==> src/hdl/twrtc_pkg.sv <==
// ----------------------------------------------------------------------------
// twrtc_pkg
// Shared types, codes and conversion helpers for the three-wire RTC master.
// ----------------------------------------------------------------------------
`default_nettype none

package twrtc_pkg;

   // command codes carried in the mode field of a request beat
   localparam logic [2:0] MODE_TICK      = 3'd0;
   localparam logic [2:0] MODE_READ_REG  = 3'd1;
   localparam logic [2:0] MODE_WRITE_REG = 3'd2;
   localparam logic [2:0] MODE_READ_DT   = 3'd3;
   localparam logic [2:0] MODE_WRITE_DT  = 3'd4;

   // configuration register indexes
   localparam int CsrIndexWidth = 8;
   localparam logic [CsrIndexWidth-1:0] CSR_CONTROL_ADDRESS = 8'd0;
   localparam logic [CsrIndexWidth-1:0] CSR_BURST_ADDRESS   = 8'd1;

   localparam logic [7:0] CONTROL_ADDRESS_RESET = 8'd142;
   localparam logic [7:0] BURST_ADDRESS_RESET   = 8'd190;

   localparam logic [7:0] WP_CLEAR_BYTE  = 8'h00;
   localparam logic [7:0] BURST_END_BYTE = 8'h80;

   localparam int DtCount = 7;

   typedef enum logic [2:0] {
      PH_IDLE,
      PH_CS_LOW,
      PH_CS_HIGH,
      PH_BIT_LOW,
      PH_BIT_HIGH,
      PH_END
   } phase_type;

   typedef struct packed {
      logic [2:0] mode;
      logic [7:0] reg_address;
      logic [7:0] reg_data;
      logic       sda_in;
      logic [6:0] second;
      logic [6:0] minute;
      logic [6:0] hour;
      logic [6:0] day_of_month;
      logic [6:0] month;
      logic [6:0] weekday;
      logic [6:0] year;
   } req_type;

   typedef struct packed {
      logic       rst_level;
      logic       clock_level;
      logic       data_out;
      logic       data_drive;
      logic       busy_res;
      logic [7:0] read_byte;
      logic [2:0] byte_index;
      logic       byte_valid;
      logic       done_res;
   } rsp_type;

   typedef struct packed {
      logic [7:0] control_address;
      logic [7:0] burst_address;
   } csr_type;

   // binary to BCD; tens by reciprocal multiply (exact for values below 1029)
   function automatic logic [7:0] to_bcd(input logic [6:0] v);
      logic [14:0] prod;
      logic [3:0]  tens;
      logic [6:0]  tens_x10;
      logic [6:0]  units;
      prod     = 15'(v) * 15'd205;
      tens     = prod[14:11];
      tens_x10 = 7'({tens, 3'b000}) + 7'({tens, 1'b0});
      units    = v - tens_x10;
      return {tens, units[3:0]};
   endfunction

   // BCD to binary, tens digit limited to three bits
   function automatic logic [7:0] from_bcd(input logic [7:0] b);
      logic [2:0] tens;
      tens = b[6:4];
      return {2'b00, tens, 3'b000} + {4'b0000, tens, 1'b0} + {4'b0000, b[3:0]};
   endfunction

endpackage

`default_nettype wire

==> src/hdl/twrtc_csr.sv <==
// ----------------------------------------------------------------------------
// twrtc_csr
// Control and burst command byte registers behind the csr write channel.
// ----------------------------------------------------------------------------
`default_nettype none

module twrtc_csr (
   input  wire logic                              clock,
   input  wire logic                              reset,
   input  wire logic                              csr_valid,
   output logic                                   csr_ready,
   input  wire logic [twrtc_pkg::CsrIndexWidth-1:0] csr_index,
   input  wire logic [7:0]                        csr_data,
   output twrtc_pkg::csr_type                     csr_regs
);

   logic [7:0] control_address_ff;
   logic [7:0] burst_address_ff;

   assign csr_ready = 1'b1;

   always_ff @(posedge clock) begin
      if (reset) begin
         control_address_ff <= twrtc_pkg::CONTROL_ADDRESS_RESET;
         burst_address_ff   <= twrtc_pkg::BURST_ADDRESS_RESET;
      end else if (csr_valid && csr_ready) begin
         // unknown indexes are dropped
         if (csr_index == twrtc_pkg::CSR_CONTROL_ADDRESS) begin
            control_address_ff <= csr_data;
         end
         if (csr_index == twrtc_pkg::CSR_BURST_ADDRESS) begin
            burst_address_ff <= csr_data;
         end
      end
   end

   assign csr_regs.control_address = control_address_ff;
   assign csr_regs.burst_address   = burst_address_ff;

endmodule

`default_nettype wire

==> src/hdl/twrtc_in_stage.sv <==
// ----------------------------------------------------------------------------
// twrtc_in_stage
// Request input register; holds one beat until the engine takes it.
// ----------------------------------------------------------------------------
`default_nettype none

module twrtc_in_stage (
   input  wire logic              clock,
   input  wire logic              reset,
   input  wire logic              req_valid,
   output logic                   req_stall,
   input  wire twrtc_pkg::req_type req_data,
   output logic                   item_valid,
   output twrtc_pkg::req_type     item_data,
   input  wire logic              item_take
);

   logic               valid_ff;
   logic               valid_in;
   twrtc_pkg::req_type data_ff;
   logic               load;

   assign req_stall = valid_ff && !item_take;
   assign load      = req_valid && !req_stall;
   assign valid_in  = load || (valid_ff && !item_take);

   always_ff @(posedge clock) begin
      if (reset) begin
         valid_ff <= 1'b0;
      end else begin
         valid_ff <= valid_in;
      end
   end

   always_ff @(posedge clock) begin
      if (load) begin
         data_ff <= req_data;
      end
   end

   assign item_valid = valid_ff;
   assign item_data  = data_ff;

endmodule

`default_nettype wire

==> src/hdl/twrtc_engine.sv <==
// ----------------------------------------------------------------------------
// twrtc_engine
// Bus phase sequencer, shift datapath and result register.
// ----------------------------------------------------------------------------
`default_nettype none

module twrtc_engine (
   input  wire logic              clock,
   input  wire logic              reset,
   input  wire twrtc_pkg::csr_type csr_regs,
   input  wire logic              item_valid,
   input  wire twrtc_pkg::req_type item_data,
   output logic                   item_take,
   output logic                   rsp_valid,
   input  wire logic              rsp_stall,
   output twrtc_pkg::rsp_type     rsp_data
);

   twrtc_pkg::phase_type phase_ff, phase_in;
   logic [2:0] kind_ff, kind_in;
   logic [2:0] bit_cnt_ff, bit_cnt_in;
   logic [3:0] byte_cnt_ff, byte_cnt_in;
   logic [7:0] shift_ff, shift_in;
   logic [7:0] addr_ff, addr_in;
   logic [7:0] wdata_ff, wdata_in;
   logic       pend_ff, pend_in;
   logic       rst_ff, rst_in;
   logic       clk_ff, clk_in;
   logic       dout_ff, dout_in;
   logic       drive_ff, drive_in;
   logic [6:0] store_ff [twrtc_pkg::DtCount];
   logic       store_load;
   logic       rsp_valid_ff;
   twrtc_pkg::rsp_type rsp_ff, rsp_in;

   logic       is_cmd;
   logic       in_burst;
   logic       rd_now;
   logic       last_bit;
   logic       last_byte;
   logic [3:0] byte_next;
   logic [7:0] shift_hi;
   logic [7:0] load_val;
   logic [3:0] load_idx;
   logic       load_rd;
   logic [2:0] store_sel;

   assign item_take = item_valid && (!rsp_valid_ff || !rsp_stall);

   always_comb begin
      unique case (item_data.mode) inside
         twrtc_pkg::MODE_READ_REG, twrtc_pkg::MODE_WRITE_REG,
         twrtc_pkg::MODE_READ_DT, twrtc_pkg::MODE_WRITE_DT: is_cmd = 1'b1;
         default: is_cmd = 1'b0;
      endcase
   end

   assign in_burst = (kind_ff == twrtc_pkg::MODE_READ_DT) ||
                     ((kind_ff == twrtc_pkg::MODE_WRITE_DT) && !pend_ff);
   assign rd_now   = ((kind_ff == twrtc_pkg::MODE_READ_REG) && (byte_cnt_ff == 4'd1)) ||
                     ((kind_ff == twrtc_pkg::MODE_READ_DT) && (byte_cnt_ff != 4'd0));
   assign last_bit  = (bit_cnt_ff == 3'd7);
   assign byte_next = byte_cnt_ff + 4'd1;
   assign last_byte = byte_next >= (in_burst ? 4'd9 : 4'd2);
   assign shift_hi  = rd_now ? shift_ff : {1'b0, shift_ff[7:1]};

   // next byte to send: index 0 from the command bytes, later from data
   assign load_idx  = (phase_ff == twrtc_pkg::PH_BIT_HIGH) ? byte_next : 4'd0;
   assign load_rd   = ((kind_ff == twrtc_pkg::MODE_READ_REG) && (load_idx == 4'd1)) ||
                      ((kind_ff == twrtc_pkg::MODE_READ_DT) && (load_idx != 4'd0));
   assign store_sel = load_idx[2:0] - 3'd1;

   always_comb begin
      if (load_rd) begin
         load_val = 8'h00;
      end else if (kind_ff == twrtc_pkg::MODE_READ_DT) begin
         load_val = csr_regs.burst_address | 8'h01;
      end else if (in_burst) begin
         if (load_idx == 4'd0) begin
            load_val = csr_regs.burst_address;
         end else if (load_idx <= 4'd7) begin
            load_val = twrtc_pkg::to_bcd(store_ff[store_sel]);
         end else begin
            load_val = twrtc_pkg::BURST_END_BYTE;
         end
      end else if (load_idx == 4'd0) begin
         load_val = (kind_ff == twrtc_pkg::MODE_READ_REG) ? (addr_ff | 8'h01) : addr_ff;
      end else begin
         load_val = wdata_ff;
      end
   end

   // next phase
   always_comb begin
      phase_in = phase_ff;
      if (item_take) begin
         if (is_cmd) begin
            if (phase_ff == twrtc_pkg::PH_IDLE) begin
               phase_in = twrtc_pkg::PH_CS_LOW;
            end
         end else begin
            unique case (phase_ff)
               twrtc_pkg::PH_IDLE:     phase_in = twrtc_pkg::PH_IDLE;
               twrtc_pkg::PH_CS_LOW:   phase_in = twrtc_pkg::PH_CS_HIGH;
               twrtc_pkg::PH_CS_HIGH:  phase_in = twrtc_pkg::PH_BIT_LOW;
               twrtc_pkg::PH_BIT_LOW:  phase_in = twrtc_pkg::PH_BIT_HIGH;
               twrtc_pkg::PH_BIT_HIGH: begin
                  if (last_bit && last_byte) begin
                     phase_in = twrtc_pkg::PH_END;
                  end else begin
                     phase_in = twrtc_pkg::PH_BIT_LOW;
                  end
               end
               twrtc_pkg::PH_END: begin
                  phase_in = pend_ff ? twrtc_pkg::PH_CS_LOW : twrtc_pkg::PH_IDLE;
               end
               default: phase_in = twrtc_pkg::PH_IDLE;
            endcase
         end
      end
   end

   // datapath and pin levels
   always_comb begin
      kind_in     = kind_ff;
      bit_cnt_in  = bit_cnt_ff;
      byte_cnt_in = byte_cnt_ff;
      shift_in    = shift_ff;
      addr_in     = addr_ff;
      wdata_in    = wdata_ff;
      pend_in     = pend_ff;
      rst_in      = rst_ff;
      clk_in      = clk_ff;
      dout_in     = dout_ff;
      drive_in    = drive_ff;
      store_load  = 1'b0;
      rsp_in.read_byte  = 8'h00;
      rsp_in.byte_index = 3'd0;
      rsp_in.byte_valid = 1'b0;
      rsp_in.done_res   = 1'b0;
      if (item_take) begin
         if (is_cmd) begin
            if (phase_ff == twrtc_pkg::PH_IDLE) begin
               kind_in     = item_data.mode;
               bit_cnt_in  = 3'd0;
               byte_cnt_in = 4'd0;
               shift_in    = 8'h00;
               if (item_data.mode == twrtc_pkg::MODE_WRITE_DT) begin
                  // clear write protect first, burst follows
                  addr_in    = csr_regs.control_address;
                  wdata_in   = twrtc_pkg::WP_CLEAR_BYTE;
                  pend_in    = 1'b1;
                  store_load = 1'b1;
               end else begin
                  addr_in  = item_data.reg_address;
                  wdata_in = item_data.reg_data;
                  pend_in  = 1'b0;
               end
            end
         end else begin
            unique case (phase_ff)
               twrtc_pkg::PH_IDLE: begin
               end
               twrtc_pkg::PH_CS_LOW: begin
                  rst_in   = 1'b0;
                  clk_in   = 1'b0;
                  dout_in  = 1'b0;
                  drive_in = 1'b1;
               end
               twrtc_pkg::PH_CS_HIGH: begin
                  rst_in      = 1'b1;
                  clk_in      = 1'b0;
                  byte_cnt_in = 4'd0;
                  bit_cnt_in  = 3'd0;
                  shift_in    = load_val;
               end
               twrtc_pkg::PH_BIT_LOW: begin
                  clk_in = 1'b0;
                  if (rd_now) begin
                     drive_in = 1'b0;
                     dout_in  = 1'b0;
                     shift_in = {item_data.sda_in, shift_ff[7:1]};
                  end else begin
                     drive_in = 1'b1;
                     dout_in  = shift_ff[0];
                  end
               end
               twrtc_pkg::PH_BIT_HIGH: begin
                  clk_in = 1'b1;
                  if (last_bit) begin
                     if ((kind_ff == twrtc_pkg::MODE_READ_REG) && (byte_cnt_ff == 4'd1)) begin
                        rsp_in.read_byte  = shift_hi;
                        rsp_in.byte_valid = 1'b1;
                     end else if ((kind_ff == twrtc_pkg::MODE_READ_DT) &&
                                  (byte_cnt_ff >= 4'd1) && (byte_cnt_ff <= 4'd7)) begin
                        rsp_in.read_byte  = twrtc_pkg::from_bcd(shift_hi);
                        rsp_in.byte_index = byte_cnt_ff[2:0] - 3'd1;
                        rsp_in.byte_valid = 1'b1;
                     end
                     bit_cnt_in  = 3'd0;
                     byte_cnt_in = byte_next;
                     shift_in    = last_byte ? shift_hi : load_val;
                  end else begin
                     bit_cnt_in = bit_cnt_ff + 3'd1;
                     shift_in   = shift_hi;
                  end
               end
               twrtc_pkg::PH_END: begin
                  rst_in   = 1'b0;
                  dout_in  = 1'b0;
                  drive_in = 1'b1;
                  if (pend_ff) begin
                     pend_in = 1'b0;
                  end else begin
                     rsp_in.done_res = 1'b1;
                     kind_in         = twrtc_pkg::MODE_TICK;
                  end
               end
               default: begin
               end
            endcase
         end
      end
      rsp_in.rst_level   = rst_in;
      rsp_in.clock_level = clk_in;
      rsp_in.data_out    = dout_in;
      rsp_in.data_drive  = drive_in;
      rsp_in.busy_res    = (phase_in != twrtc_pkg::PH_IDLE);
   end

   always_ff @(posedge clock) begin
      if (reset) begin
         phase_ff     <= twrtc_pkg::PH_IDLE;
         kind_ff      <= twrtc_pkg::MODE_TICK;
         bit_cnt_ff   <= 3'd0;
         byte_cnt_ff  <= 4'd0;
         pend_ff      <= 1'b0;
         rst_ff       <= 1'b0;
         clk_ff       <= 1'b0;
         dout_ff      <= 1'b0;
         drive_ff     <= 1'b1;
         rsp_valid_ff <= 1'b0;
      end else begin
         phase_ff     <= phase_in;
         kind_ff      <= kind_in;
         bit_cnt_ff   <= bit_cnt_in;
         byte_cnt_ff  <= byte_cnt_in;
         pend_ff      <= pend_in;
         rst_ff       <= rst_in;
         clk_ff       <= clk_in;
         dout_ff      <= dout_in;
         drive_ff     <= drive_in;
         // hold a result until the sink takes it
         if (item_take) begin
            rsp_valid_ff <= 1'b1;
         end else if (!rsp_stall) begin
            rsp_valid_ff <= 1'b0;
         end
      end
   end

   always_ff @(posedge clock) begin
      shift_ff <= shift_in;
      addr_ff  <= addr_in;
      wdata_ff <= wdata_in;
      if (item_take) begin
         rsp_ff <= rsp_in;
      end
      if (store_load) begin
         store_ff[0] <= item_data.second;
         store_ff[1] <= item_data.minute;
         store_ff[2] <= item_data.hour;
         store_ff[3] <= item_data.day_of_month;
         store_ff[4] <= item_data.month;
         store_ff[5] <= item_data.weekday;
         store_ff[6] <= item_data.year;
      end
   end

   assign rsp_valid = rsp_valid_ff;
   assign rsp_data  = rsp_ff;

endmodule

`default_nettype wire

==> src/hdl/three_wire_rtc_serial_master.sv <==
// ----------------------------------------------------------------------------
// three_wire_rtc_serial_master
// Three-wire serial real-time-clock bus master, one pin phase per tick beat.
// ----------------------------------------------------------------------------
// Every request beat yields exactly one response beat. A command beat
// (register read/write, datetime burst read/write) only latches the job;
// each following tick beat moves the bus by one pin phase and the response
// carries the resulting chip select, clock and data levels plus any byte
// completed on that phase. Commands that arrive while a job runs are dropped.
// Throughput is one beat per clock while rsp_stall is low: the whole phase
// update is a single pass from the request register to the response
// register, and the phase state registers close their loop in that pass. A
// request beat waits in the input register until the engine takes it, and its
// response is then registered. Write the csr registers only while idle.
`default_nettype none

module three_wire_rtc_serial_master (
   input  wire logic                              clock,
   input  wire logic                              reset,
   input  wire logic                              req_valid,
   output logic                                   req_stall,
   input  wire twrtc_pkg::req_type                req_data,
   output logic                                   rsp_valid,
   input  wire logic                              rsp_stall,
   output twrtc_pkg::rsp_type                     rsp_data,
   input  wire logic                              csr_valid,
   output logic                                   csr_ready,
   input  wire logic [twrtc_pkg::CsrIndexWidth-1:0] csr_index,
   input  wire logic [7:0]                        csr_data
);

   twrtc_pkg::csr_type csr_regs;
   twrtc_pkg::req_type item_data;
   logic               item_valid;
   logic               item_take;

   twrtc_csr u_csr (
      .clock     (clock),
      .reset     (reset),
      .csr_valid (csr_valid),
      .csr_ready (csr_ready),
      .csr_index (csr_index),
      .csr_data  (csr_data),
      .csr_regs  (csr_regs)
   );

   twrtc_in_stage u_in_stage (
      .clock      (clock),
      .reset      (reset),
      .req_valid  (req_valid),
      .req_stall  (req_stall),
      .req_data   (req_data),
      .item_valid (item_valid),
      .item_data  (item_data),
      .item_take  (item_take)
   );

   twrtc_engine u_engine (
      .clock      (clock),
      .reset      (reset),
      .csr_regs   (csr_regs),
      .item_valid (item_valid),
      .item_data  (item_data),
      .item_take  (item_take),
      .rsp_valid  (rsp_valid),
      .rsp_stall  (rsp_stall),
      .rsp_data   (rsp_data)
   );

endmodule

`default_nettype wire

==> config.mk <==
export PLATFORM = sky130hd
export DESIGN_NAME = three_wire_rtc_serial_master
export DESIGN_NICKNAME = d
export VERILOG_FILES = /design/src/hdl/twrtc_pkg.sv /design/src/hdl/twrtc_csr.sv /design/src/hdl/twrtc_in_stage.sv /design/src/hdl/twrtc_engine.sv /design/src/hdl/three_wire_rtc_serial_master.sv
export SDC_FILE = /design/constraint.sdc
export NUM_CORES = 1
export LEC_CHECK = 0
export ABC_AREA = 1
export ABC_CLOCK_PERIOD_IN_PS = 11300
export BUFFER_PORTS_ARGS = -buffer_cell sky130_fd_sc_hd__buf_2
export CAP_MARGIN = 20
export CORE_MARGIN = 3
export CORE_UTILIZATION = 55
export CTS_CLUSTER_DIAMETER = 100
export CTS_CLUSTER_SIZE = 12
export DETAILED_ROUTE_END_ITERATION = 16
export GPL_TIMING_DRIVEN = 0
export PLACE_DENSITY = 0.84
export REMOVE_ABC_BUFFERS = 1
export SLEW_MARGIN = 20
export SYNTH_ARGS = -nofsm -noshare
export SYNTH_HDL_FRONTEND = slang
export SYNTH_SLANG_ARGS = --single-unit
==> constraint.sdc <==
create_clock -name clock -period 11.3 [get_ports clock]
set_input_delay 1.695 -clock clock [delete_from_list [all_inputs] [get_ports clock]]
set_output_delay 1.695 -clock clock [all_outputs]
set_load 0.05 [all_outputs]
# After elaboration in Yosys (flattened, before gate mapping)
# Memories as Yosys holds them, arrays and structs flattened.
# Cells that the tools add are included.
[totals]
output_inout_bits = 21
n_memories = 1
word_cells = 184
in_bits = 90
ram_bits = 49
regBits = 147
[op_classes]
add_sub_neg = 8
n_bitwise = 4
reduce_logical = 44
magnitude_cmp = 4
n_mul = 1
eq_ne = 21
n_mux = 65
[memory_table]
columns = ["name", "depth", "width", "read_ports", "rd_ports_with_merged_regs", "write_ports", "line", "text"]
rows = [
  ["u_engine.store_ff", 7, 7, 1, 0, 7, "twrtc_engine.sv:31", "logic [6:0] store_ff [twrtc_pkg::DtCount];"],
]
[ops]
columns = ["op", "n"]
rows = [
  ["8-bit 2-to-1 mux", 14],
  ["3-bit 2-to-1 mux", 11],
  ["1-bit 2-to-1 mux", 26],
  ["8-bit case mux with 3 select lines", 1],
  ["4-bit 2-to-1 mux", 5],
  ["3-bit by 2-bit == test with 1-bit output (second input constant)", 5],
  ["3-bit == test (second input constant)", 5],
  ["7-bit by 8-bit multiplier with 15-bit output (second input constant)", 1],
  ["3-bit case mux with 5 select lines", 1],
  ["12-bit 2-to-1 mux", 1],
  ["4-bit AND reduction", 3],
  ["4-bit nonzero test", 3],
  ["1-bit logical AND", 11],
  ["3-bit by 1-bit == test with 1-bit output (second input constant)", 3],
  ["3-bit AND reduction", 3],
  ["8-bit by 4-bit adder with 8-bit output", 1],
  ["4-bit by 1-bit == test with 1-bit output (second input constant)", 2],
  ["8-bit by 1-bit == test with 1-bit output (second input constant)", 1],
  ["4-bit by 3-bit <= comparator with 1-bit output (second input constant)", 2],
  ["8-bit logical NOT", 1],
  ["1-bit case mux with 2 select lines", 4],
  ["4-bit case mux with 2 select lines", 1],
  ["6-bit by 4-bit adder with 7-bit output", 1],
  ["3-bit by 1-bit != test with 1-bit output (second input constant)", 2],
  ["22 further kinds", 39],
]

# Longest topological paths before layout
# Gate-level depths: netlist of the first run.
# An unclocked memory read counts as a cell.
[logic_depth]
word_depth = 16
ltp_mapped = 42

# Hierarchy
# Synthesis of the first run repeated with hierarchy kept, for this count alone.
[hier_totals]
cells_unflattened = 904
area_unflattened_um2 = 9520.4
[modules_own_cells]
columns = ["module", "cells_per_inst", "n_inst", "area_per_inst_um2", "seq_area_each_um2"]
rows = [
  ["twrtc_engine", 732, 1, 6708.9, 3113.0],
  ["twrtc_in_stage", 76, 1, 2118.3, 2092.0],
  ["twrtc_csr", 96, 1, 693.2, 320.3],
]

# Worst setup path after synthesis of the first run
# No wires, ideal clock.
[synth_timing]
path_kind = "reg2reg"
from = "register u_engine.phase_ff[2]"
to = "register u_engine.shift_ff[3] (data pin)"
synth_period_minus_slack_ps = 6335
path_stages_with_launch = 40
t_required_ps = 11042
path_slack_ps = 4965
path_buffers = 3
arrival_ps = 6077
cell_sequence = "dfxtp_1 -> buf_4 -> inv_2 -> nor2_8 -> buf_1 -> nand2_1 -> ha_1 -> inv_1 -> clkbuf_1 -> a21oi_1 -> a32o_1 -> o21ai_0 -> ha_1 -> inv_1 -> fa_1 -> inv_1 -> ha_1 -> inv_1 -> (+4 left out) -> a21oi_1 -> a2111oi_0 -> nand2_1 -> xnor2_1 -> inv_1 -> ha_1 -> xor2_1 -> inv_1 -> nand3_1 -> nand3_1 -> nand2_1 -> nand2_1 -> nand3_1 -> nand2_1 -> nand3_1 -> nand2_1 -> nand2_1 -> a21oi_2"
[synth_via]
elab_chain_cells = 16
[synth_lines]
columns = ["item", "line", "text"]
rows = [
  ["start: declaration", "twrtc_engine.sv:19", "twrtc_pkg::phase_type phase_ff, phase_in;"],
  ["start signal: assignment", "twrtc_engine.sv:233", "phase_ff <= twrtc_pkg::PH_IDLE;"],
  ["start signal: assignment", "twrtc_engine.sv:244", "phase_ff <= phase_in;"],
  ["3-bit == test", "twrtc_engine.sv:68, twrtc_engine.sv:161", ""],
  ["4-bit 2-to-1 mux", "twrtc_engine.sv:68", "assign load_idx = (phase_ff == twrtc_pkg::PH_BIT_HIGH) ? byte_next : 4'd0;"],
  ["3-bit by 1-bit subtractor with 3-bit output", "twrtc_engine.sv:71", "assign store_sel = load_idx[2:0] - 3'd1;"],
  ["memory read 7 x 7 bit", "n/a", ""],
  ["7-bit by 8-bit multiplier with 15-bit output", "twrtc_pkg.sv:75", "prod = 15'(v) * 15'd205;"],
  ["4-bit adder", "twrtc_pkg.sv:77", "tens_x10 = 7'({tens, 3'b000}) + 7'({tens, 1'b0});"],
  ["4-bit subtractor", "twrtc_pkg.sv:78", "units = v - tens_x10;"],
  ["8-bit 2-to-1 mux", "twrtc_engine.sv:81", "end else if (load_idx <= 4'd7) begin"],
  ["8-bit 2-to-1 mux", "twrtc_engine.sv:79", "if (load_idx == 4'd0) begin"],
  ["8-bit 2-to-1 mux", "twrtc_engine.sv:78", "end else if (in_burst) begin"],
  ["8-bit 2-to-1 mux", "twrtc_engine.sv:76", "end else if (kind_ff == twrtc_pkg::MODE_READ_DT) begin"],
  ["8-bit 2-to-1 mux", "twrtc_engine.sv:74", "if (load_rd) begin"],
  ["8-bit 2-to-1 mux", "twrtc_engine.sv:202", "shift_in = last_byte ? shift_hi : load_val;"],
  ["8-bit 2-to-1 mux", "twrtc_engine.sv:190", "if (last_bit) begin"],
  ["8-bit case mux with 3 select lines (*)", "twrtc_engine.sv:161", "unique case (phase_ff)"],
  ["8-bit 2-to-1 mux (*)", "twrtc_engine.sv:142", "if (is_cmd) begin"],
  ["end signal: assignment", "twrtc_engine.sv:263", "shift_ff <= shift_in;"],
  ["end: declaration", "twrtc_engine.sv:23", "logic [7:0] shift_ff, shift_in;"],
]
# Every way passes the cells marked *; elsewhere a longest branch is shown, timed or not.
# A chain may end at the register's enable or synchronous reset.

# Worst setup path after layout of the first run
[layout_timing]
from = "register u_engine.byte_cnt_ff[0]"
to = "register u_engine.shift_ff[3] (data pin)"
[layout_via]
elab_chain_cells = 16
[layout_lines]
columns = ["item", "line", "text"]
rows = [
  ["start: declaration", "twrtc_engine.sv:22", "logic [3:0] byte_cnt_ff, byte_cnt_in;"],
  ["start signal: assignment", "twrtc_engine.sv:247", "byte_cnt_ff <= byte_cnt_in;"],
  ["4-bit by 1-bit adder with 4-bit output (*)", "twrtc_engine.sv:63", "assign byte_next = byte_cnt_ff + 4'd1;"],
  ["named net u_engine.byte_next[0]", "twrtc_engine.sv:41", "logic [3:0] byte_next;"],
  ["4-bit 2-to-1 mux", "twrtc_engine.sv:68", ""],
  ["3-bit by 1-bit subtractor with 3-bit output", "twrtc_engine.sv:71", ""],
  ["memory read 7 x 7 bit", "n/a", ""],
  ["7-bit by 8-bit multiplier with 15-bit output", "twrtc_pkg.sv:75", ""],
  ["4-bit adder", "twrtc_pkg.sv:77", ""],
  ["4-bit subtractor", "twrtc_pkg.sv:78", ""],
  ["8-bit 2-to-1 mux", "twrtc_engine.sv:81", ""],
  ["8-bit 2-to-1 mux", "twrtc_engine.sv:79", ""],
  ["8-bit 2-to-1 mux", "twrtc_engine.sv:78", ""],
  ["8-bit 2-to-1 mux", "twrtc_engine.sv:76", ""],
  ["8-bit 2-to-1 mux", "twrtc_engine.sv:74", ""],
  ["8-bit 2-to-1 mux", "twrtc_engine.sv:202", ""],
  ["8-bit 2-to-1 mux", "twrtc_engine.sv:190", ""],
  ["8-bit case mux with 3 select lines (*)", "twrtc_engine.sv:161", ""],
  ["8-bit 2-to-1 mux (*)", "twrtc_engine.sv:142", ""],
]
# Mark *: on every way through the listed nets, which the timed path passes. The rest lies on a longest branch.

==> impl.org, run 1 <==
** Job
- # Max-Cap Violations :: 0

** Layout
- In the final layout, the share of cells above drive strength 1 is 18.2%.
- After filler insertion, the fill cell instance count of the layout stands at 1179.
- The finished layout holds 1230 standard cells, fillers aside.
- The area growth from synthesis to layout is 15.0%.
- For this run, the post-layout net count is 1148.
- Antenna Diode Count :: 0
- The multi-input combinational cells in the finished layout cover a total of 0.00330 mm2.
- The sequential cells in the finished layout cover a total of 0.00553 mm2.

** Placement
- In this run, placement finished with an instance count of 1198.
- Number of port buffers :: 109
- At the end of routability-driven placement, the weighted congestion stood at 0.908.
- After legalization and detailed placement, the total HPWL measured 13500 um.

** Drt
- The first detailed-routing pass ran for 5 iterations.
- Total number of vias :: 6654
- Count of nets left with antenna violations after detail routing :: 0
- Average wire per standard cell :: 15.4 um
- Dividing the detail-routed via count by the number of cells gives 5.41.
- In the routed design, unresolved DRC markers number 0.
- For this block, the routed nets add up to 18900 um of wire.
- 1st-iter DRT viols :: 550

** Floorplanning
- Row cnt :: 47
- Measured along the x axis, the die boundary spans 136 um.
- Boundary Pins :: 111
- The initial utilization of the core area, before any placement, comes to 56.2%.
- Vertical die dimension :: 136 um
- The die covers 0.0186 mm2.
- The total area inside the core boundary comes to 0.0166 mm2.

** Critical path
- Of all nets on the critical path, the largest fanout is 24.
- On the critical path, the stage with the largest delay is an instance of ha_1.
- The worst setup path is launched from a flop.
- Arrival time at the worst endpoint :: 8.17 ns
- CP most frequent cell :: inv_1
- The worst register-to-register path has a depth of 35.
- Crit. End Element :: flop
- Startpoint-to-endpoint class of the critical path :: reg -> reg
- Data on the critical path is required at its endpoint by 11.46 ns.
- The largest single stage delay on the critical path is 0.80 ns.

** Timing
- For this run, the top clock speed supported by timing is 125 MHz.
- Clock skew on the completed layout was measured at 0.00708 ns.
- Counting I/O delays and the setup requirement, the final critical path takes 8.01 ns.
- The final number of max-transition violations is 0.
- At the pin with the least slew margin, the transition time is 0.850 ns.
- Summed over all failing endpoints, the final setup total negative slack is 0 ns.
- Setup violations remaining at the end of the flow were counted as 0.
- The number of endpoints with negative hold slack in the final report came to 0.
- RSZ-0062 raised after global routing :: false
- Final critical-path share of the clock period :: 70.9%
- Measured against its own limit, the worst slew margin works out to 43.1%.

** Worst hold path
- The tightest min-delay check is of the reg -> reg type.
- Counting instances, the worst hold path has a depth of 0.

** Power
- VDD IR max :: 150 uV
- Proportion of total power due to net switching :: 29.4%
- Sequential cells account for 45.7% of the total power.
- PD cells :: 167 mW/mm2
- Total net switching power :: 0.000529 W
- Clock network fraction of design power :: 32.2%
- Fraction of power consumed by combinational cells :: 22.1%
- The internal power of the cells totals 0.00127 W.
- In this run the static leakage power is 4.60 nW.

** Global route
- The number of antenna violations at the first check in global routing is 0.
- Global-route usage over all layers :: 21.3%
- GRT overflow :: 0
- Global-route wire length before repair :: 30600 um
- The number of global-route vias before repair came to 6392.
- Entering global routing, the biggest net connects 65 pins.

** CTS
- Clock-pin slew was measured on the worst setup and hold paths at 0.07 ns.
- CTS buffer count :: 17
- CTS tree :: built
- Clock Sinks :: 196
- After clock tree synthesis, the setup repair step added 0 buffers.
- After clock tree synthesis, the repair step resized 0 gates.
- The clock passes through at most 2 buffers.
- CTS Root Cell :: clkbuf_16
- For this design, the CTS-stage hold fixing added 0 buffers.
- # H-tree levels :: 4
- Source-to-sink clock delay at the later pin of the worst-skew pair :: 0.43 ns

** Synth
- Synthesis handed over a netlist of 884 instances.
- Unique cell type count in the Yosys netlist :: 58
- Number of flops mapped to enable cells by yosys :: 160
- Async set-reset flop share out of synthesis :: 0%
- The synthesized design contains 196 register bits.
- Main flop type after synthesis :: edfxtp_1
- Warnings, synthesis :: 0
- After synthesis the cells add up to 0.00935 mm2.
- For this run, the register share of the synthesized area comes to 59.1%.
- Avg Cell Area, Syn :: 10.6 um2

** Run status
- Result of the run :: completed
## synthesized netlist by cell type (2+ instances only)
master / number / share of area [%]
clkbuf_1: 12 / 0.48
inv_2: 10 / 0.40
a32oi_1: 2 / 0.19
o32ai_1: 2 / 0.19
xor2_1: 5 / 0.47
a211oi_1: 2 / 0.16
fa_1: 9 / 1.9
buf_2: 2 / 0.11
a31oi_1: 5 / 0.33
a32o_1: 3 / 0.32
edfxtp_1: 160 / 51
mux2i_1: 5 / 0.54
o22ai_1: 7 / 0.47
o21ai_0: 34 / 1.8
nor3_1: 4 / 0.21
o211ai_1: 13 / 1.0
a22o_1: 2 / 0.19
xnor2_1: 3 / 0.28
dfxtp_1: 36 / 7.7
nand2_1: 178 / 7.1
ha_1: 52 / 7.0
buf_4: 2 / 0.16
buf_1: 2 / 0.080
nand3_1: 43 / 2.3
nand2_2: 7 / 0.47
nand2_4: 5 / 0.60
nand3_2: 2 / 0.21
nand3_4: 2 / 0.37
nor2_1: 79 / 3.2
nor4_1: 2 / 0.13
or2_2: 2 / 0.13
nand4_1: 7 / 0.47
a21oi_2: 2 / 0.19
inv_1: 109 / 4.4
a21oi_1: 45 / 2.4
nand3b_1: 2 / 0.16
o21ai_1: 6 / 0.32
## stage by stage
stage / setup slack (ns) / total power [W] / hold slack, ns / instance area, um2 / util, %
2_1_floorplan: 4.90 / 0.00113 / 0.400 / 9260 / -
3_3_place_gp: 3.58 / 0.00121 / 0.401 / 10100 / 60.6
3_5_place_dp: 3.39 / 0.00123 / 0.405 / 10200 / 61.1
4_1_cts: 3.31 / 0.00181 / 0.421 / 10800 / 64.6
5_1_grt: 2.63 / 0.00191 / 0.426 / 10800 / 64.6
6_report: 3.29 / 0.00180 / 0.419 / 10800 / 64.6
## layout by cell type, fill, tap and decap left out, drive strengths merged, types with 5 or more instances in the layout
cell type,n
mux2i,5
xor2,5
nand3,47
dfxtp,36
ha,52
o22ai,7
nand4,7
buf,112
o21ai,40
a21oi,47
o211ai,14
nor2,82
a31oi,5
nor3,5
clkbuf,19
clkinv,8
nand2,191
inv,125
fa,9
edfxtp,160
## flip-flops by register name, indices dropped and copies added, names as in the netlist, 3 cells and up
name	cells
u_in_stage.item_data	69
u_engine.store_ff	49
u_engine.rsp_data	18
u_csr.burst_address_ff	8
u_csr.control_address_ff	8
u_engine.addr_ff	8
u_engine.shift_ff	8
u_engine.wdata_ff	8
u_engine.byte_cnt_ff	4
u_engine.bit_cnt_ff	3
u_engine.kind_ff	3
u_engine.phase_ff	3
## power by group through the flow
stage | clock [W] | combinational (W) | sequential [W]
after floorplan | 0 | 0.000288 | 0.000845
after global placement | 0 | 0.000376 | 0.000838
after detailed placement | 0 | 0.000389 | 0.000838
after CTS | 0.000586 | 0.000399 | 0.000823
after global routing | 0.000616 | 0.000466 | 0.000824
final | 0.000580 | 0.000399 | 0.000823
## worst max-delay path, delay by kind of cell (launching register included)
kind,cells,cell delay (ns)
adder cells (fa/ha/maj),7,2.89
buffers and inverters,9,1.42
AO/OA/AOI/OAI,6,1.28
AND/OR/NAND/NOR,11,1.22
flip-flops,1,0.50
XOR/XNOR,2,0.41
## layer usage
layer / vias up / track usage (%) / share of wire [%] / wire (um)
li1: 3262 / - / - / -
met1: 3071 / 26.9 / 42 / 7940
met2: 275 / 35.6 / 48 / 9160
met3: 46 / 5.18 / 6.9 / 1300
met4: 0 / 8.06 / 2.7 / 505
met5: - / 0 / 0 / 0
## cell type report
| cell class | instances | share of cell area, % |
|---|---|---|
| clock buffer | 19 | 4.02 |
| clock inverter | 13 | 1.33 |
| inverter | 121 | 4.29 |
| multi-input combinational | 548 | 30.7 |
| sequential | 196 | 51.4 |
| tap | 220 | 2.56 |
| timing repair buffer | 113 | 5.78 |
## cell families (layout without fill, tap and decap cells)
logic type / Yosys count / in the layout / synth area share [%]
DFF: 196 / 196 / 59.1
other: 1 / 1 / 0.0401
buffers and inverters: 140 / 266 / 5.86
and+or+nand+nor: 341 / 341 / 16.4
AOI/OAI and AO/OA: 132 / 132 / 8.47
muxes: 5 / 5 / 0.535
adders and majority gates: 61 / 61 / 8.88
xor gates and xnor gates: 8 / 8 / 0.749
## worst paths after layout
check	startpoint	endpoint	slack, ns
setup / recovery	u_engine.byte_cnt_ff[0]$_SDFFE_PP0P_	u_engine.shift_ff[3]$_SDFFCE_PP0P_	3.29
hold / removal	u_in_stage.item_data[28]$_DFFE_PP_	u_engine.store_ff[2][0]$_DFFE_PP_	0.42
setup reg to reg	u_engine.byte_cnt_ff[0]$_SDFFE_PP0P_	u_engine.shift_ff[3]$_SDFFCE_PP0P_	3.29
hold reg to reg	u_in_stage.item_data[28]$_DFFE_PP_	u_engine.store_ff[2][0]$_DFFE_PP_	0.42
Note: power is estimated with default switching activity, not from simulation.
==> run 2: changes to the inputs <==
--- a/config.mk
+++ b/config.mk
@@ -6,7 +6,7 @@
 export NUM_CORES = 1
 export LEC_CHECK = 0
 export ABC_AREA = 1
-export ABC_CLOCK_PERIOD_IN_PS = 11300
+export ABC_CLOCK_PERIOD_IN_PS = 8300
 export BUFFER_PORTS_ARGS = -buffer_cell sky130_fd_sc_hd__buf_2
 export CAP_MARGIN = 20
 export CORE_MARGIN = 3
==> constraint.sdc (replaced) <==
create_clock -name clock -period 8.3 [get_ports clock]
set_input_delay 1.245 -clock clock [delete_from_list [all_inputs] [get_ports clock]]
set_output_delay 1.245 -clock clock [all_outputs]
set_load 0.05 [all_outputs]
==> run 2 against run 1 <==
Hold slack about the same; first-iteration DRC count fell by 0.91%; sequential power up 36%; final cell count stayed put; critical path depth unchanged.
==> impl.org, run 2 (synthesis gave the netlist of run 1 again) <==
** Global route
- The leftover overflow at the end of global routing was 0 (unchanged).
- The all-layer global routing usage was 21.3% (unchanged).
- Pin count of the biggest net entering global routing :: 65 (unchanged)
- The first-pass GRT wire length was 30600 um (unchanged).
- Number of antenna violations at the first check in global routing :: 0 (unchanged)
- The number of global-route vias before repair is 6392 (unchanged).

** Drt
- Routed vias/inst :: 5.37 (-0.83%)
- Count of nets left with antenna violations after detail routing :: 0 (unchanged)
- The number of design rule violations left after detail routing is 0 (unchanged).
- The detailed-route via count came to 6599 (-0.83%).
- Total length of routed wires :: 18900 um (about the same)
- The number of search-and-repair iterations in the first detailed-routing pass was 5 (unchanged).
- Average wire per standard cell :: 15.4 um (about the same)
- The number of DRC markers after the initial detailed-route iteration came to 545 (-0.91%).

** Floorplanning
- The number of top-level pins is 111 (unchanged).
- The overall die area was 0.0186 mm2 (unchanged).
- Vertical die dimension :: 136 um (unchanged)
- The initial cell density of the core is 56.2% (unchanged).
- The x dimension of the die came to 136 um (unchanged).
- The area of the core region is 0.0166 mm2 (unchanged).
- The row count is 47 (unchanged).

** Critical path
- Required time reported for the critical path endpoint :: 8.46 ns (-3.00 ns)
- The critical path data arrival time is 7.83 ns (-0.34 ns).
- The worst setup path is captured at a flop.
- The cell that appears most often on the critical path is inv_1.
- The number of cells on the worst reg-to-reg path is 35 (unchanged).
- Slowest Stage Delay on Critical Path :: 0.62 ns (-0.18 ns)
- Critical Path Fanout Max :: 24 (unchanged)
- Reg-to-reg endpoint :: u_engine.shift_ff[3]$_SDFFCE_PP0P_
- The worst register-to-register path begins at u_engine.byte_cnt_ff[0]$_SDFFE_PP0P_.
- Slowest cell on the critical path :: ha_2
- FF-to-FF setup slack :: 0.63 ns (-2.66 ns)
- Startpoint-to-endpoint class of the critical path :: reg -> reg
- The worst setup path is launched from a flop.

** Run status
- The flow ran to the end, and the final reports show no timing, DRC or antenna violations.

** Layout
- Leaving out fill and tap cells, the most frequent cells in the layout are nand2_1 (178), edfxtp_1 (160), buf_2 (109).
- Ratio of cells with drive above 1 in the final layout :: 18.4% (+0.20 points)
- Area growth from synthesis to layout :: 15.1% (about the same)
- Final Net Count :: 1148 (unchanged)
- Leaving out fill and tap cells, the most frequent cell in the layout is nand2_1.
- The number of flip-flops under the largest register name came to 69 (unchanged).
- Layout fillers :: 1177 (-0.17%)
- Antenna Diode Count :: 0 (unchanged)

** CTS
- The number of buffers created by CTS came to 17 (unchanged).
- CTS Root Cell :: clkbuf_16
- Hold_buf cts :: 0 (unchanged)
- TritonCTS built the clock tree.
- The maximum level of the CTS H-tree was 4 (unchanged).
- The clock-pin transition on the worst setup and hold timing paths was 0.07 ns (about the same).
- Source-to-sink clock delay at the later pin of the worst-skew pair :: 0.43 ns (about the same)
- Post-cts sizing count :: 0 (unchanged)
- Clock Sinks :: 196 (unchanged)
- The buffer levels on the longest clock path came to 2 (unchanged).
- Post-CTS setup repair buffer count :: 0 (unchanged)

** Power
- Total power :: 0.00246 W (+36%)
- The power density over the cells is 228 mW/mm2 (+36%).
- VDD IR max :: 206 uV (+38%)
- Leakage component of the power :: 4.60 nW (about the same)

** Placement
- Number of port buffers :: 109 (unchanged)
- Routability Congestion :: 0.908 (unchanged)
- The worst setup timing slack at the placement stage came to 0.388 ns (-3.00 ns).
- The final HPWL from detailed placement is 13500 um (unchanged).

** Timing
- Setup repair after global routing left no endpoint under its margin.
- The count of endpoints failing setup in the final report was 0 (unchanged).
- The worst slack on hold paths is 0.419 ns (-0.0000270 ns).
- Final count of pins violating max slew :: 0 (unchanged)
- Fin crit period :: 7.67 ns (-0.343 ns)
- The setup TNS was 0 ns (unchanged).
- Measured slew at the worst slew-check pin :: 0.818 ns (-0.0315 ns)
- The final setup slack of the worst path is 0.635 ns (-2.66 ns).
- The final worst clock skew came to 0.00708 ns (-0.00000149 ns).
- Final critical-path share of the clock period :: 92.4% (+21 points)
- Final Hold Vio Count :: 0 (unchanged)
- The maximum operating frequency was 130 MHz (+4.5%).
- The normalized max-slew margin is 45.4% (+2.3 points).

** Worst hold path
- Class of the most critical hold timing path :: reg -> reg
- Hold path startpoint :: u_in_stage.item_data[28]$_DFFE_PP_
- Capture endpoint of the worst hold path :: u_engine.store_ff[2][0]$_DFFE_PP_
- The count of cells along the worst hold path is 0 (unchanged).

** Job
- The max-cap check violation count came to 0 (unchanged).
-- run 2: cell types whose count changed in the layout (fill, tap and decap cells not counted) --
cell	change
ha_1	-1
clkinvlp_4	+1
clkinv_1	-1
ha_2	+1
-- run 2: worst max-delay path, delay by kind of cell, from the launching register on --
family                     cells  cell delay (ns)
DFF                            1             0.50
buffers and inverters          9             1.25
adders and majority gates      7             2.71
and+or+nand+nor               11             1.24
xor gates and xnor gates       2             0.41
AOI/OAI and AO/OA              6             1.26
-- run 2: cell type report --
| cell class | count | area, um2 | area share, % |
|---|---|---|---|
| multi-input cells | 548 | 3300 | 30.7 |
| clock inverters | 13 | 143 | 1.33 |
| flip-flops and latches | 196 | 5530 | 51.3 |
| repair buffers | 113 | 622 | 5.78 |
| well taps | 220 | 275 | 2.56 |
| clock buffers | 19 | 433 | 4.02 |
| inverters | 121 | 465 | 4.32 |
-- run 2: layer usage --
metal / vias up / track usage (%) / wire (um)
met5: - / 0 / 0
met4: 0 / 8.06 / 536
met3: 49 / 5.18 / 1240
met2: 246 / 35.6 / 9180
met1: 3050 / 26.9 / 7940
li1: 3254 / - / -
-- run 2: how the worst max path moves through the flow --
stage,startpoint,to,slack [ns],cells after the start
finish,u_engine.byte_cnt_ff[0]$_SDFFE_PP0P_,u_engine.shift_ff[3]$_SDFFCE_PP0P_,0.63,35
global route,u_engine.byte_cnt_ff[0]$_SDFFE_PP0P_,u_engine.shift_ff[3]$_SDFFCE_PP0P_,0.02,35
CTS,u_engine.byte_cnt_ff[0]$_SDFFE_PP0P_,u_engine.shift_ff[3]$_SDFFCE_PP0P_,0.31,35
detailed placement,u_engine.byte_cnt_ff[0]$_SDFFE_PP0P_,u_engine.shift_ff[3]$_SDFFCE_PP0P_,0.39,35
global placement,u_engine.byte_cnt_ff[0]$_SDFFE_PP0P_,u_engine.shift_ff[3]$_SDFFCE_PP0P_,0.58,35
floorplan,u_engine.byte_cnt_ff[0]$_SDFFE_PP0P_,u_engine.shift_ff[3]$_SDFFCE_PP0P_,1.90,36
-- run 2: power breakdown --
group	internal, W	switching [W]	total (W)
sequential	0.00110	0.0000158	0.00112
clock	0.000424	0.000366	0.000790
combinational	0.000203	0.000342	0.000546
-- run 2: through the flow --
stage | util [%] | std cells | cell area, um2
after floorplan | - | 865 | 9260
after global placement | 60.6 | 1194 | 10100
after detailed placement | 61.1 | 1198 | 10200
after CTS | 64.6 | 1230 | 10800
after global routing | 64.7 | 1230 | 10800
final | 64.7 | 1230 | 10800
==> run 3: changes to the inputs <==
--- a/config.mk
+++ b/config.mk
@@ -12,12 +12,13 @@
 export CORE_MARGIN = 3
 export CORE_UTILIZATION = 55
 export CTS_CLUSTER_DIAMETER = 100
-export CTS_CLUSTER_SIZE = 12
+export CTS_CLUSTER_SIZE = 40
 export DETAILED_ROUTE_END_ITERATION = 16
 export GPL_TIMING_DRIVEN = 0
-export PLACE_DENSITY = 0.84
+export PLACE_DENSITY = 0.76
 export REMOVE_ABC_BUFFERS = 1
 export SLEW_MARGIN = 20
 export SYNTH_ARGS = -nofsm -noshare
 export SYNTH_HDL_FRONTEND = slang
+export SYNTH_HIERARCHICAL = 1
 export SYNTH_SLANG_ARGS = --single-unit
==> run 3 against run 2 <==
Core utilization increased by 0.76 points; critical path depth unchanged; global-route usage shrank 0.68 points; clock skew grew 0.00071 ns; sequential share of layout area decreased by 0.95 points; largest cell class unchanged; highest routed layer unchanged.
==> impl.org, run 3 <==
** Run status
- Result of the run :: completed

** CTS
- The post-cts gate resize count was 0 (unchanged).
- The hold buffer count at CTS came to 0 (unchanged).
- The clock-pin transition on the worst setup and hold timing paths is 0.07 ns (about the same).
- CTS tree :: built
- The clock net sink count is 196 (unchanged).
- The number of buffers created by CTS came to 17 (unchanged).
- Clk buf depth :: 2 (unchanged)
- # H-tree levels :: 4 (unchanged)
- CTS Root Cell :: clkbuf_16
- The post-CTS setup-driven buffer insertion count is 0 (unchanged).
- Source-to-sink clock delay at the later pin of the worst-skew pair :: 0.43 ns (about the same)

** Global route
- The leftover overflow at the end of global routing is 0 (unchanged).
- The all-layer global routing usage came to 20.6% (-0.68 points).
- Pin count of the biggest net entering global routing :: 31 (-52%)
- The number of global-route vias before repair is 6264 (-2.0%).
- The first-pass GRT wire length was 30200 um (-1.3%).
- The number of antenna violations at the first check in global routing was 0 (unchanged).

** Timing
- The worst slack on hold paths was 0.415 ns (-0.00387 ns).
- Setup TNS :: 0 ns (unchanged)
- The portion of the clock cycle consumed by the worst path in the final layout was 84.2% (-8.1 points).
- Measured slew at the worst slew-check pin :: 0.887 ns (+0.0685 ns)
- Worst setup skew after layout :: 0.00779 ns (+0.000710 ns)
- The normalized max-slew margin was 40.7% (-4.7 points).
- The final period demand of the worst path is 6.99 ns (-0.674 ns).
- The maximum operating frequency came to 143 MHz (+9.6%).
- Setup repair after global routing left no endpoint under its margin.
- Final count of pins violating max slew :: 0 (unchanged)
- The count of endpoints failing setup in the final report was 0 (unchanged).
- The number of endpoints with negative hold slack in the final report came to 0 (unchanged).

** Drt
- 1st-iter DRT viols :: 530 (-2.8%)
- The total length of routed wires is 18600 um (-1.8%).
- Router iterations before antenna repair :: 5 (unchanged)
- The average detailed-routed wire length per instance was 14.8 um (-3.7%).
- The average vias per placed instance was 5.28 (-1.5%).
- The detailed-route via count came to 6627 (+0.42%).
- Count of nets left with antenna violations after detail routing :: 0 (unchanged)
- Remaining DRCs :: 0 (unchanged)

** Critical path
- Crit. End Element :: flop
- CP most frequent cell :: inv_1
- The critical path data required time is 8.45 ns (about the same).
- Critical path startpoint :: u_engine/byte_cnt_ff[0]$_SDFFE_PP0P_
- The worst setup path is launched from a flop.
- The largest individual stage delay along the critical path comes from the cell ha_1.
- The critical path data arrival time is 7.14 ns (-0.69 ns).
- The delay of the slowest cell on the worst path was 0.61 ns (about the same).
- The critical path is of the reg -> reg type.
- The largest fanout on the critical path came to 23 (-4.2%).
- Reg2Reg Launch Point :: u_engine/byte_cnt_ff[0]$_SDFFE_PP0P_

** Synth
- Number of synthesized register bits :: 196 (unchanged)
- Summed instance area of the synthesized netlist :: 0.00952 mm2 (+1.8%)
- Top post-synthesis cells by count :: nand2_1 (171), edfxtp_1 (160), inv_1 (108)
- Async set-reset flop share out of synthesis :: 0% (unchanged)
- The yosys synthesis warning count was 6 (+6).
- By area the synthesized netlist is led by edfxtp_1 (50%), dfxtp_1 (7.6%), nand2_1 (6.7%), ha_1 (6.6%), inv_1 (4.3%).
- The proportion of netlist area held by the largest area contributor is 50.5% (-0.90 points).
- Most frequent cell after synthesis :: nand2_1
- Unique cell type count in the Yosys netlist :: 53 (-8.6%)
- Biggest area consumer among synthesized cells :: edfxtp_1
- Number of flops mapped to enable cells by yosys :: 160 (unchanged)
- Register area share after synthesis :: 58.0% (-1.0 points)
- The average cell area after synthesis came to 10.5 um2 (-0.46%).
- The post-synthesis cell count is 904 (+2.3%).
- The most used flip-flop cell after synthesis is edfxtp_1.

** Floorplanning
- Die Span X :: 138 um (+0.85%)
- The number of top-level pins is 111 (unchanged).
- Placeable Area :: 0.0168 mm2 (+0.71%)
- The overall die area is 0.0189 mm2 (+1.7%).
- The row count came to 47 (unchanged).
- The initial cell density of the core was 56.8% (+0.61 points).
- The y dimension of the die is 138 um (+0.85%).

** Placement
- The final HPWL from detailed placement was 13800 um (+2.4%).
- The number of I/O port buffers came to 109 (unchanged).
- Routability Congestion :: 0.931 (+2.5%)

** Worst hold path
- Hold path startpoint :: u_in_stage/item_data[48]$_DFFE_PP_
- Class of the most critical hold timing path :: reg -> reg

** Layout
- The number of flip-flops under the largest register name is 69 (unchanged).
- Commonest non-fill, non-tap cell in the layout :: nand2_1
- The count of inserted antenna diode cells came to 0 (unchanged).
- Final Net Count :: 1172 (+2.1%)
- The fill cell total of the finished layout came to 1305 (+11%).
- In the layout the commonest cells are nand2_1 (171), edfxtp_1 (160), buf_2 (110).
- The share of final-layout standard cells stronger than drive strength 1 was 20.9% (+2.5 points).
- Area growth from synthesis to layout :: 15.2% (about the same)

** Power
- The maximum vdd drop was 153 uV (-26%).
- The power density over the cells is 195 mW/mm2 (-15%).
- The leakage power summed over all cells came to 4.66 nW (+1.3%).

** Job
- The max-cap check violation count was 0 (unchanged).
## run 3: cell types whose count changed in the layout (fill, tap and decap cells not counted), sizes merged, moves of 3 or more
cell | previous run | this run
a21oi | 47 | 40
clkinv | 7 | 3
nand2 | 191 | 195
nand3 | 47 | 72
nand4 | 7 | 10
nor3 | 5 | 12
o211ai | 14 | 5
o22ai | 7 | 3
or2 | 3 | 8
## run 3: area by class of cell
class | count | area, um2 | area share [%]
flip-flops and latches | 196 | 5530 | 50.4
multi-input cells | 571 | 3470 | 31.7
clock inverters | 13 | 168 | 1.53
repair buffers | 114 | 638 | 5.82
inverters | 122 | 459 | 4.19
clock buffers | 18 | 429 | 3.91
well taps | 220 | 275 | 2.51
## run 3: where the power goes
part / total, W / switching [W] / internal (W)
Clock: 0.000814 / 0.000360 / 0.000454
Combinational: 0.000196 / 0.000130 / 0.0000664
Sequential: 0.00112 / 0.0000141 / 0.00111
## run 3: per-layer routing
layer	global-route usage, %	up-vias	wire [um]
met5	0	-	0
met4	6.71	0	262
met3	4.75	20	1090
met2	32.4	223	8800
met1	28.5	3061	8400
li1	-	3323	-
## run 3: worst paths after layout
kind | slack (ns) | depth (start not counted) | to
setup / recovery | 1.31 | 35 | u_engine/shift_ff[3]$_SDFFCE_PN0P_
hold reg to reg | 0.42 | 0 | u_engine/store_ff[0][6]$_DFFE_PP_
hold / removal | 0.42 | 0 | u_engine/store_ff[0][6]$_DFFE_PP_
setup reg to reg | 1.31 | 35 | u_engine/shift_ff[3]$_SDFFCE_PN0P_
## run 3: metrics by stage
step / utilization (%) / total power, W / cells / setup slack (ns) / cell area (um2)
global placement: 61.2 / 0.00133 / 1218 / 1.42 / 10300
detailed placement: 61.8 / 0.00134 / 1223 / 1.38 / 10400
floorplan: - / 0.00127 / 889 / 2.54 / 9440
finish: 65.4 / 0.00213 / 1254 / 1.31 / 11000
global route: 65.4 / 0.00222 / 1254 / 0.797 / 11000
CTS: 65.4 / 0.00215 / 1254 / 1.34 / 11000
## run 3: logic make-up (layout without fill, tap and decap cells)
kind of cell,Yosys count,count (layout),synth area share [%]
AND/OR/NAND/NOR,385,385,19.5
flip-flops,196,196,58.0
buffers and inverters,137,267,5.72
AO/OA/AOI/OAI,116,116,7.19
adder cells (fa/ha/maj),60,60,8.67
XOR/XNOR,5,5,0.460
multiplexers,4,4,0.421
other,1,1,0.0394
## run 3: worst max-delay path: cells and delay by family, from the launching register on
family	cells	cell delay, ns
AO/OA/AOI/OAI	4	0.74
AND/OR/NAND/NOR	13	1.35
adder cells (fa/ha/maj)	7	2.84
flip-flops	1	0.48
buffers and inverters	10	1.07
XOR/XNOR	1	0.22
